**config.mk**
```make
export PLATFORM = sky130hd
export DESIGN_NAME = char_lcd_number_writer
export DESIGN_NICKNAME = d
export VERILOG_FILES = /design/src/rtl/lcdnw_pkg.sv /design/src/rtl/char_lcd_number_writer.sv
export SDC_FILE = /design/constraint.sdc
export NUM_CORES = 1
export LEC_CHECK = 0
export ABC_CLOCK_PERIOD_IN_PS = 15900
export BUFFER_PORTS_ARGS = -buffer_cell sky130_fd_sc_hd__buf_2
export CAP_MARGIN = 15
export CORE_ASPECT_RATIO = 0.7
export CORE_MARGIN = 5
export CORE_UTILIZATION = 40
export CTS_CLUSTER_DIAMETER = 60
export DETAILED_ROUTE_END_ITERATION = 6
export GPL_TIMING_DRIVEN = 0
export PLACE_DENSITY = 0.59
export SLEW_MARGIN = 20
export SYNTH_ARGS = -nofsm -noshare
export SYNTH_HDL_FRONTEND = slang
export SYNTH_SLANG_ARGS = --single-unit
```
**constraint.sdc**
```tcl
create_clock -name clk -period 15.9 [get_ports clk]
set_input_delay 2.385 -clock clk [delete_from_list [all_inputs] [get_ports clk]]
set_output_delay 2.385 -clock clk [all_outputs]
set_load 0.1 [all_outputs]
```
**src/rtl/lcdnw_pkg.sv**
```systemverilog
`timescale 1ns / 1ps
// ----------------------------------------------------------------------------
// lcdnw_pkg
// Types, request codes and character constants for the character LCD
// number writer.
// ----------------------------------------------------------------------------
package lcdnw_pkg;

    // request modes
    localparam logic [2:0] MODE_INIT   = 3'd0;
    localparam logic [2:0] MODE_CHAR   = 3'd1;
    localparam logic [2:0] MODE_UDEC   = 3'd2;
    localparam logic [2:0] MODE_SDEC   = 3'd3;
    localparam logic [2:0] MODE_HEX    = 3'd4;
    localparam logic [2:0] MODE_BIN    = 3'd5;

    // display command and character constants
    localparam logic [7:0] CMD_FUNC_SET  = 8'h38;
    localparam logic [7:0] CMD_DISP_ON   = 8'h0C;
    localparam logic [7:0] CMD_ENTRY     = 8'h06;
    localparam logic [7:0] CMD_CLEAR     = 8'h01;
    localparam logic [7:0] CURSOR_BASE   = 8'h80;
    localparam logic [7:0] LINE2_OFFSET  = 8'h40;
    localparam logic [7:0] CHAR_ZERO     = 8'h30;
    localparam logic [7:0] CHAR_UPPER_A  = 8'h41;
    localparam logic [7:0] CHAR_PLUS     = 8'h2B;
    localparam logic [7:0] CHAR_MINUS    = 8'h2D;
    localparam logic [1:0] LINE_FIRST    = 2'd1;

    // x / 10 == (x * RECIP10) >> RECIP10_SHIFT for every 16-bit x
    localparam logic [15:0] RECIP10       = 16'd52429;
    localparam int          RECIP10_SHIFT = 19;

    // request fields
    typedef struct packed {
        logic [2:0]  mode;
        logic [1:0]  line;
        logic [5:0]  column;
        logic [15:0] value;
        logic [4:0]  digit_count;
        logic [7:0]  char_code;
    } req_t;

    // one bus write
    typedef struct packed {
        logic       is_data;
        logic [7:0] bus_byte;
        logic       last;
    } wr_t;

    // sequencer states
    typedef enum logic [2:0] {
        ST_IDLE,
        ST_INIT,
        ST_EXTRACT,
        ST_CURSOR,
        ST_CHAR,
        ST_SIGN,
        ST_DIGIT
    } state_t;

    // fixed setup command by position
    function automatic logic [7:0] init_cmd(input logic [1:0] idx);
        logic [7:0] cmd;
        case (idx)
            2'd0:    cmd = CMD_FUNC_SET;
            2'd1:    cmd = CMD_DISP_ON;
            2'd2:    cmd = CMD_ENTRY;
            default: cmd = CMD_CLEAR;
        endcase
        return cmd;
    endfunction

    // digit value to ascii, uppercase for ten and above
    function automatic logic [7:0] digit_char(input logic [3:0] d);
        logic [7:0] ch;
        if (d < 4'd10)
            ch = CHAR_ZERO + {4'd0, d};
        else
            ch = CHAR_UPPER_A + {4'd0, d} - 8'd10;
        return ch;
    endfunction

endpackage

```
**src/rtl/char_lcd_number_writer.sv**
```systemverilog
`timescale 1ns / 1ps
// ----------------------------------------------------------------------------
// char_lcd_number_writer
// Turns one display request into the ordered list of character LCD bus
// writes: setup commands, or a cursor command then a character or a number.
// ----------------------------------------------------------------------------
//  port      dir   handshake               carries
//  req       in    req_valid / req_ready   one display request (req_t)
//  wr        out   wr_valid  / wr_ready    one bus write (wr_t)
//
//  A request is taken, then one digit a cycle is extracted by a shared
//  divide-by-base step, then one write a cycle leaves while wr_ready is
//  high: init gives four commands, char the cursor command and the
//  character, a number the cursor command, a sign for signed decimal and
//  N digits (N = saturated digit count). Output stalls hold the write states.
//  Reset empties the output register and returns the sequencer to idle.
//  Modes six and seven are taken and give no writes.
// ----------------------------------------------------------------------------
module char_lcd_number_writer #(
    parameter int MAX_DIGITS = 16
) (
    input  logic             clk,
    input  logic             rst_n,
    input  logic             req_valid,
    output logic             req_ready,
    input  lcdnw_pkg::req_t  req,
    output logic             wr_valid,
    input  logic             wr_ready,
    output lcdnw_pkg::wr_t   wr
);
    import lcdnw_pkg::*;

    localparam int         BUF_W   = 4 * MAX_DIGITS;
    localparam logic [4:0] MAX_CNT = 5'(MAX_DIGITS);

    state_t             state_reg, state_next;
    logic [2:0]         mode_reg, mode_next;
    logic [7:0]         cursor_reg, cursor_next;
    logic [7:0]         char_reg, char_next;
    logic               neg_reg, neg_next;
    logic [15:0]        mag_reg, mag_next;
    logic [4:0]         count_reg, count_next;
    logic [4:0]         rem_reg, rem_next;
    logic [1:0]         idx_reg, idx_next;
    logic [BUF_W-1:0]   buf_reg, buf_next;
    logic               wr_valid_reg, wr_valid_next;
    wr_t                wr_reg, wr_next;

    logic               accept;
    logic               out_free;
    logic               out_load;
    logic [4:0]         cnt_sat;
    logic [7:0]         col_sum;
    logic [31:0]        prod;
    logic [15:0]        quot10;
    logic [15:0]        rem10;
    logic [3:0]         digit;
    logic [15:0]        mag_shift;

    assign accept   = req_valid && req_ready;
    assign out_free = !wr_valid_reg || wr_ready;
    assign wr_valid = wr_valid_reg;
    assign wr       = wr_reg;

    // saturated digit count and cursor address of the incoming request
    assign cnt_sat = (req.digit_count > MAX_CNT) ? MAX_CNT : req.digit_count;
    assign col_sum = {2'b00, req.column} + 8'hFF
                     + ((req.line == LINE_FIRST) ? 8'h00 : LINE2_OFFSET);

    // shared digit step: divide by the mode's base, keep the remainder
    assign prod   = mag_reg * RECIP10;
    assign quot10 = 16'(prod[31:RECIP10_SHIFT]);
    assign rem10  = mag_reg - ((quot10 << 3) + (quot10 << 1));

    always_comb
    begin
        case (mode_reg)
            MODE_HEX:
            begin
                digit     = mag_reg[3:0];
                mag_shift = mag_reg >> 4;
            end
            MODE_BIN:
            begin
                digit     = {3'b000, mag_reg[0]};
                mag_shift = mag_reg >> 1;
            end
            default:
            begin
                digit     = rem10[3:0];
                mag_shift = quot10;
            end
        endcase
    end

    // next state
    always_comb
    begin
        state_next = state_reg;
        case (state_reg)
            ST_IDLE:
            begin
                if (accept)
                begin
                    case (req.mode)
                        MODE_INIT: state_next = ST_INIT;
                        MODE_CHAR: state_next = ST_CURSOR;
                        MODE_UDEC,
                        MODE_SDEC,
                        MODE_HEX,
                        MODE_BIN:  state_next = ST_EXTRACT;
                        default:   state_next = ST_IDLE;
                    endcase
                end
            end
            ST_INIT:
            begin
                if (out_free && idx_reg == 2'd3)
                    state_next = ST_IDLE;
            end
            ST_EXTRACT:
            begin
                if (rem_reg == 5'd0)
                    state_next = ST_CURSOR;
            end
            ST_CURSOR:
            begin
                if (out_free)
                begin
                    if (mode_reg == MODE_CHAR)
                        state_next = ST_CHAR;
                    else if (mode_reg == MODE_SDEC)
                        state_next = ST_SIGN;
                    else if (count_reg == 5'd0)
                        state_next = ST_IDLE;
                    else
                        state_next = ST_DIGIT;
                end
            end
            ST_CHAR:
            begin
                if (out_free)
                    state_next = ST_IDLE;
            end
            ST_SIGN:
            begin
                if (out_free)
                    state_next = (count_reg == 5'd0) ? ST_IDLE : ST_DIGIT;
            end
            ST_DIGIT:
            begin
                if (out_free && rem_reg == 5'd1)
                    state_next = ST_IDLE;
            end
            default:
            begin
                state_next = ST_IDLE;
            end
        endcase
    end

    // outputs: ready and the bus write loaded into the output register
    always_comb
    begin
        req_ready = 1'b0;
        out_load  = 1'b0;
        wr_next   = wr_reg;
        case (state_reg)
            ST_IDLE:
            begin
                req_ready = 1'b1;
            end
            ST_INIT:
            begin
                out_load = out_free;
                wr_next  = '{is_data: 1'b0, bus_byte: init_cmd(idx_reg),
                             last: (idx_reg == 2'd3)};
            end
            ST_CURSOR:
            begin
                out_load = out_free;
                wr_next  = '{is_data: 1'b0, bus_byte: cursor_reg,
                             last: (mode_reg != MODE_CHAR) && (mode_reg != MODE_SDEC)
                                   && (count_reg == 5'd0)};
            end
            ST_CHAR:
            begin
                out_load = out_free;
                wr_next  = '{is_data: 1'b1, bus_byte: char_reg, last: 1'b1};
            end
            ST_SIGN:
            begin
                out_load = out_free;
                wr_next  = '{is_data: 1'b1,
                             bus_byte: neg_reg ? CHAR_MINUS : CHAR_PLUS,
                             last: (count_reg == 5'd0)};
            end
            ST_DIGIT:
            begin
                out_load = out_free;
                wr_next  = '{is_data: 1'b1,
                             bus_byte: digit_char(buf_reg[BUF_W-1 -: 4]),
                             last: (rem_reg == 5'd1)};
            end
            default:
            begin
                req_ready = 1'b0;
            end
        endcase
    end

    // datapath next values
    always_comb
    begin
        mode_next     = mode_reg;
        cursor_next   = cursor_reg;
        char_next     = char_reg;
        neg_next      = neg_reg;
        mag_next      = mag_reg;
        count_next    = count_reg;
        rem_next      = rem_reg;
        idx_next      = idx_reg;
        buf_next      = buf_reg;
        wr_valid_next = out_load ? 1'b1 : (wr_ready ? 1'b0 : wr_valid_reg);

        if (accept)
        begin
            mode_next   = req.mode;
            cursor_next = CURSOR_BASE | col_sum;
            char_next   = req.char_code;
            neg_next    = req.value[15];
            mag_next    = (req.mode == MODE_SDEC && req.value[15]) ? (16'd0 - req.value)
                                                                    : req.value;
            count_next  = cnt_sat;
            rem_next    = cnt_sat;
            idx_next    = 2'd0;
        end

        // digits go in least significant first at the top, so the top nibble
        // ends up holding the most significant digit
        if (state_reg == ST_EXTRACT)
        begin
            if (rem_reg == 5'd0)
            begin
                rem_next = count_reg;
            end
            else
            begin
                buf_next = {digit, buf_reg[BUF_W-1:4]};
                mag_next = mag_shift;
                rem_next = rem_reg - 5'd1;
            end
        end

        if (out_load && state_reg == ST_INIT)
            idx_next = idx_reg + 2'd1;

        if (out_load && state_reg == ST_DIGIT)
        begin
            buf_next = buf_reg << 4;
            rem_next = rem_reg - 5'd1;
        end
    end

    // control registers
    always_ff @(posedge clk or negedge rst_n)
    begin
        if (!rst_n)
        begin
            state_reg    <= ST_IDLE;
            wr_valid_reg <= 1'b0;
            rem_reg      <= '0;
            idx_reg      <= '0;
        end
        else
        begin
            state_reg    <= state_next;
            wr_valid_reg <= wr_valid_next;
            rem_reg      <= rem_next;
            idx_reg      <= idx_next;
        end
    end

    // payload registers
    always_ff @(posedge clk)
    begin
        mode_reg   <= mode_next;
        cursor_reg <= cursor_next;
        char_reg   <= char_next;
        neg_reg    <= neg_next;
        mag_reg    <= mag_next;
        count_reg  <= count_next;
        buf_reg    <= buf_next;
        if (out_load)
            wr_reg <= wr_next;
    end

    // a valid request mode keeps the block busy on the next cycle
    a_busy_after_req: assert property (@(posedge clk) disable iff (!rst_n)
        (accept && req.mode <= MODE_BIN) |=> !req_ready)
        else $error("ready high right after a valid request");

    // a write still pending while idle must be the end of its request
    a_idle_pending_last: assert property (@(posedge clk) disable iff (!rst_n)
        (wr_valid && state_reg == ST_IDLE) |-> wr.last)
        else $error("pending write while idle is not the last one");

    // the digit counter never passes the saturated count
    a_rem_range: assert property (@(posedge clk) disable iff (!rst_n)
        rem_reg <= MAX_CNT)
        else $error("digit counter out of range");

    // every digit write is a data write
    a_digit_is_data: assert property (@(posedge clk) disable iff (!rst_n)
        (out_load && state_reg == ST_DIGIT) |=> (wr_valid && wr.is_data))
        else $error("digit write not marked as data");

endmodule
```
# Word level (Yosys, flattened, before mapping)
# Index checks and enable logic that the tools add are counted.
[word_totals] register_bits=125 output_inout_bits=12 word_cells=122
[op_classes] n_addsub=10 n_mul=1 order_cmp=2 eq_ne=30 mux=37 n_bitwise=1 reduce_logical=26
[op_table] operator="two-way mux 64 bit" n=3
[op_table] operator="two-way mux 16 bit" n=4
[op_table] operator="one-hot mux 10 bit (5 select lines)" n=1
[op_table] operator="two-way mux 3 bit" n=11
[op_table] operator="multiplier 16 x 16 -> 32 bit, second input constant" n=1
[op_table] operator="one-hot mux 15 bit (2 select lines)" n=1
[op_table] operator="two-way mux 5 bit" n=5
[op_table] operator="equality test 3 bit, second input constant" n=7
[op_table] operator="one-hot mux 3 bit (7 select lines)" n=1
[op_table] operator="one-hot mux 6 bit (3 select lines)" n=1
[op_table] operator="subtractor 1 x 16 -> 16 bit, first input constant" n=1
[op_table] operator="equality test 3 x 2 -> 1 bit, second input constant" n=5
[op_table] operator="!= test 2 bit, second input constant" n=7
[op_table] operator="logical NOT 5 bit" n=2
[op_table] operator="equality test 3 x 1 -> 1 bit, second input constant" n=3
[op_table] operator="adder 7 x 4 -> 8 bit, first input constant" n=1
[op_table] operator="logical AND 1 bit" n=8
[op_table] operator="two-way mux 8 bit" n=1
[op_table] operator="one-hot mux 4 bit (2 select lines)" n=1
[op_table] operator="subtractor 8 x 4 -> 8 bit, second input constant" n=1
[op_table] operator="adder 6 x 4 -> 7 bit, first input constant" n=1
[op_table] operator="adder 7 x 1 -> 7 bit, second input constant" n=1
[op_table] operator="adder 7 bit" n=1
[op_table] operator="two-way mux 7 bit" n=1
[op_table] operator="27 further kinds" n=38

# Longest topological paths before layout
[logic_depth] depth_word=7 mapped_depth=25 ltp_nobuf=25

# Least setup slack after synthesis
# No wires, ideal clock.
[synth_timing] path_type="flip-flop to flip-flop" start="reg mag_reg[7]" end="reg buf_reg[63], data pin" setup_ns=0.259 t_arrival_ns=5.569 t_required_ns=15.641 slack_ns=10.073 path_stages_with_launch=24 path_cell_list="dfxtp_1 > ha_1 > inv_1 > fa_1 > inv_1 > fa_1 > fa_1 > fa_1 > inv_1 > fa_1 > inv_1 > ha_1 > o2111ai_1 > nor3_1 > o21ai_1 > a31oi_4 > nor2_1 > xnor2_1 > ha_1 > nand2_1 > nand2_1 > xnor2_1 > xnor2_1 > o21ai_1"
[synth_between] elab_chain_len=7
[synth_lines] element="start, declared" line_no="char_lcd_number_writer.sv:41" rtl="logic [15:0] mag_reg, mag_next;"
[synth_lines] element="start signal, assigned" line_no="char_lcd_number_writer.sv:291" rtl="mag_reg <= mag_next;"
[synth_lines] element="multiplier 16 x 16 -> 32 bit" line_no="char_lcd_number_writer.sv:71" rtl="assign prod = mag_reg * RECIP10;"
[synth_lines] element="adder 4 bit" line_no="char_lcd_number_writer.sv:73" rtl="assign rem10 = mag_reg - ((quot10 << 3) + (quot10 << 1));"
[synth_lines] element="subtractor 4 bit" line_no="char_lcd_number_writer.sv:73"
[synth_lines] element="one-hot mux 4 bit (2 select lines)" line_no="char_lcd_number_writer.sv:77" rtl="case (mode_reg)"
[synth_lines] element="two-way mux 64 bit" line_no="char_lcd_number_writer.sv:243" rtl="if (rem_reg == 5'd0)"
[synth_lines] element="two-way mux 64 bit" line_no="char_lcd_number_writer.sv:241" rtl="if (state_reg == ST_EXTRACT)"
[synth_lines] element="two-way mux 64 bit" line_no="char_lcd_number_writer.sv:258" rtl="if (out_load && state_reg == ST_DIGIT)"
[synth_lines] element="named net buf_next[63]" line_no="char_lcd_number_writer.sv:45" rtl="logic [BUF_W-1:0] buf_reg, buf_next;"
[synth_lines] element="end signal, assigned" line_no="char_lcd_number_writer.sv:293" rtl="buf_reg <= buf_next;"
[synth_lines] element="end, declared" line_no="char_lcd_number_writer.sv:45"
# The timed path passes the listed nets, and every way through them passes these cells. The select of a mux whose other input is x is not followed.
# A chain may end at the register's enable or synchronous reset.

# Worst setup path in the final report
# Ends and elaborated chain as after synthesis.

==> metrics <==
status=finished clean; setup repair bufs after CTS=0; fin cells=1543; routed wire length=28100 um; mapped cell area=0.0110 mm2; largest family of logic cells by synthesized area=adder cells; drt drc=0; Final Core Density=46.0%; global-route wire length before repair=45000 um; die height=149 um; period utilisation layout=44.4%; FF+latch count, synth=125; number of synthesized flops with an enable pin=94; worst skew pair latency=0.42 ns; Hold/Removal Path Class=flip-flop to flip-flop; Max-Cap Viols=0; Mapped Nets=1359; detail-routed via count per cell=5.24; drt initial violations=475; io pins=56; synthesis-to-layout area growth=12.9%; Root Driver=clkbuf_16; Post-Synthesis Cells=1090; n_diodes=0; Mapped Avg Cell Area=10.1 um2; CTS H-tree lvls=4; Final Hold Viols=0; Routed wire per std cell=18.2 um; vias in the first global route=8077; Layout Nets=1435; GPL Wtd Cong=0.958; footprint of the multi-input gates=0.00657 mm2; Slew @ Worst Pin=0.825 ns; Synth Area in Simple Gates=7.92%; Fmax=142 MHz; PortBufs=55; Layout Skew=0.00719 ns; compound-cell area share of the yosys netlist=16.4%; max FFs per register=64; register area=0.00350 mm2; layout cell share with drive strength beyond 1=9.50%; Die W=208 um; initial antenna violation count=0; post-route ant nets=0; Adder-Cell Fraction of Synth Area=31.2%; unrepaired setup endpoints after global routing=false; post-synthesis xor/xnor area fraction=3.18%; Worst EP required=16.07 ns; hpwl dp=22700 um; setup violators final=0; Filler Cells Inserted=2585; Post-CTS Resized=0; Die Area=0.0309 mm2; slew margin rel.=44.6%; CTS tree=built; Crit Path Category=flip-flop to flip-flop; Starting Density=40.8%; Worst-path clk slew=0.06 ns; Critical Path AT=7.23 ns; CP endpoint kind=flip-flop; TritonRoute pass-1 iters=5; Primary FF master, synth=edfxtp_1; CORE AREA=0.0269 mm2; # clock sinks=125; TritonCTS Buffers=17; GR Overflow Total=0; asr flop ratio synth=8.80%; pin count of the biggest net entering global routing=61; row count=50; Yosys cell types=62; Fin Setup TNS=0 ns; Final min period=7.06 ns; max-slew violations=0; mux share of post-synthesis cell area=1.28%; Synth Warn #=0; nature of the critical path startpoint=flip-flop; register area share after synthesis=31.9%; gr usage total=18.6%; cts hold-fix bufs=0; vias after detailed routing=8088; Post-Place Cells=1511; Worst Path Max Fanout=8; Max Root-Sink Buffers=2; worst-case hold slack=0.454 ns
==> layout by cell type, fill, tap and decap left out, types with 14 or more instances in the layout <==
cell and instances:
a21oi_1 69, a22o_1 58, buf_2 66, clkbuf_1 25, clkbuf_16 17, dfxtp_1 20, edfxtp_1 94, fa_1 80
ha_1 145, inv_1 197, mux2i_1 14, nand2_1 58, nor2_1 53, nor3_1 15, o21ai_0 62, xnor2_1 25
==> final cells by class <==
class                   instances  share of cell area [%]
clock buffers                  20                    3.61
well taps                     364                    3.68
flip-flops and latches        125                    28.3
inverters                     199                    6.06
multi-input cells             730                    53.1
clock inverters                12                    1.37
plain buffers                  36                    1.20
repair buffers                 57                    2.67
==> cells by family after synthesis <==
kind of cell,count (synthesis)
buffers and inverters,235
AND/OR/NAND/NOR,184
AO/OA/AOI/OAI,268
multiplexers,14
flip-flops,125
adder cells (fa/ha/maj),225
XOR/XNOR,39
==> worst paths after layout <==
check / to / cells past startpoint / startpoint / slack (ns)
min: buf_reg[1] / 2 / buf_reg[1] / 0.45
max reg2reg: buf_reg[63] / 23 / mag_reg[7] / 8.84
min reg2reg: buf_reg[1] / 2 / buf_reg[1] / 0.45
max: buf_reg[63] / 23 / mag_reg[7] / 8.84
max in group asynchronous: state_reg[2] / 1 / rst_n / 13.81
min in group asynchronous: state_reg[0] / 1 / rst_n / 1.85
==> metal layers <==
layer	share of wire (%)	global-route usage, %	vias to the layer above
met3	6.0	3.39	23
li1	-	-	3933
met2	42	27.1	235
met4	1.0	3.81	0
met5	0	0	-
met1	51	28.8	3897
==> cell usage after synthesis, drive strengths merged, types with 15 or more instances <==
master | count | area [um2]
inv | 199 | 747
nor3 | 15 | 75.1
nand2 | 58 | 218
fa | 80 | 1600
nor2 | 54 | 210
clkbuf | 23 | 86.3
xnor2 | 25 | 219
a22o | 58 | 508
a21oi | 72 | 368
o21ai | 67 | 347
edfxtp | 94 | 2820
dfxtp | 20 | 400
ha | 145 | 1810
==> per-stage QoR <==
stage | worst slack (ns) | instance area, um2
after floorplan | 10.07 | 11000
after global placement | 8.99 | 11700
after detailed placement | 8.98 | 11800
after CTS | 8.93 | 12400
after global routing | 8.62 | 12400
final | 8.84 | 12400
==> worst max-delay path, stage by stage (launching register included) <==
cell,delay [ns]
dfxtp_1,0.67
ha_1,0.26
inv_1,0.12
fa_1,0.59
inv_1,0.07
fa_1,0.51
fa_1,0.55
fa_1,0.57
inv_1,0.06
fa_1,0.53
inv_1,0.05
ha_1,0.39
o2111ai_1,0.22
nor3_1,0.21
o21ai_1,0.16
a31oi_4,0.31
nor2_1,0.08
xnor2_1,0.53
ha_1,0.38
nand2_1,0.08
nand2_1,0.06
xnor2_1,0.19
xnor2_1,0.15
o21ai_1,0.07
Power is not shown: default switching activity piles up to over one toggle a cycle in this logic, so the estimate is an artifact.
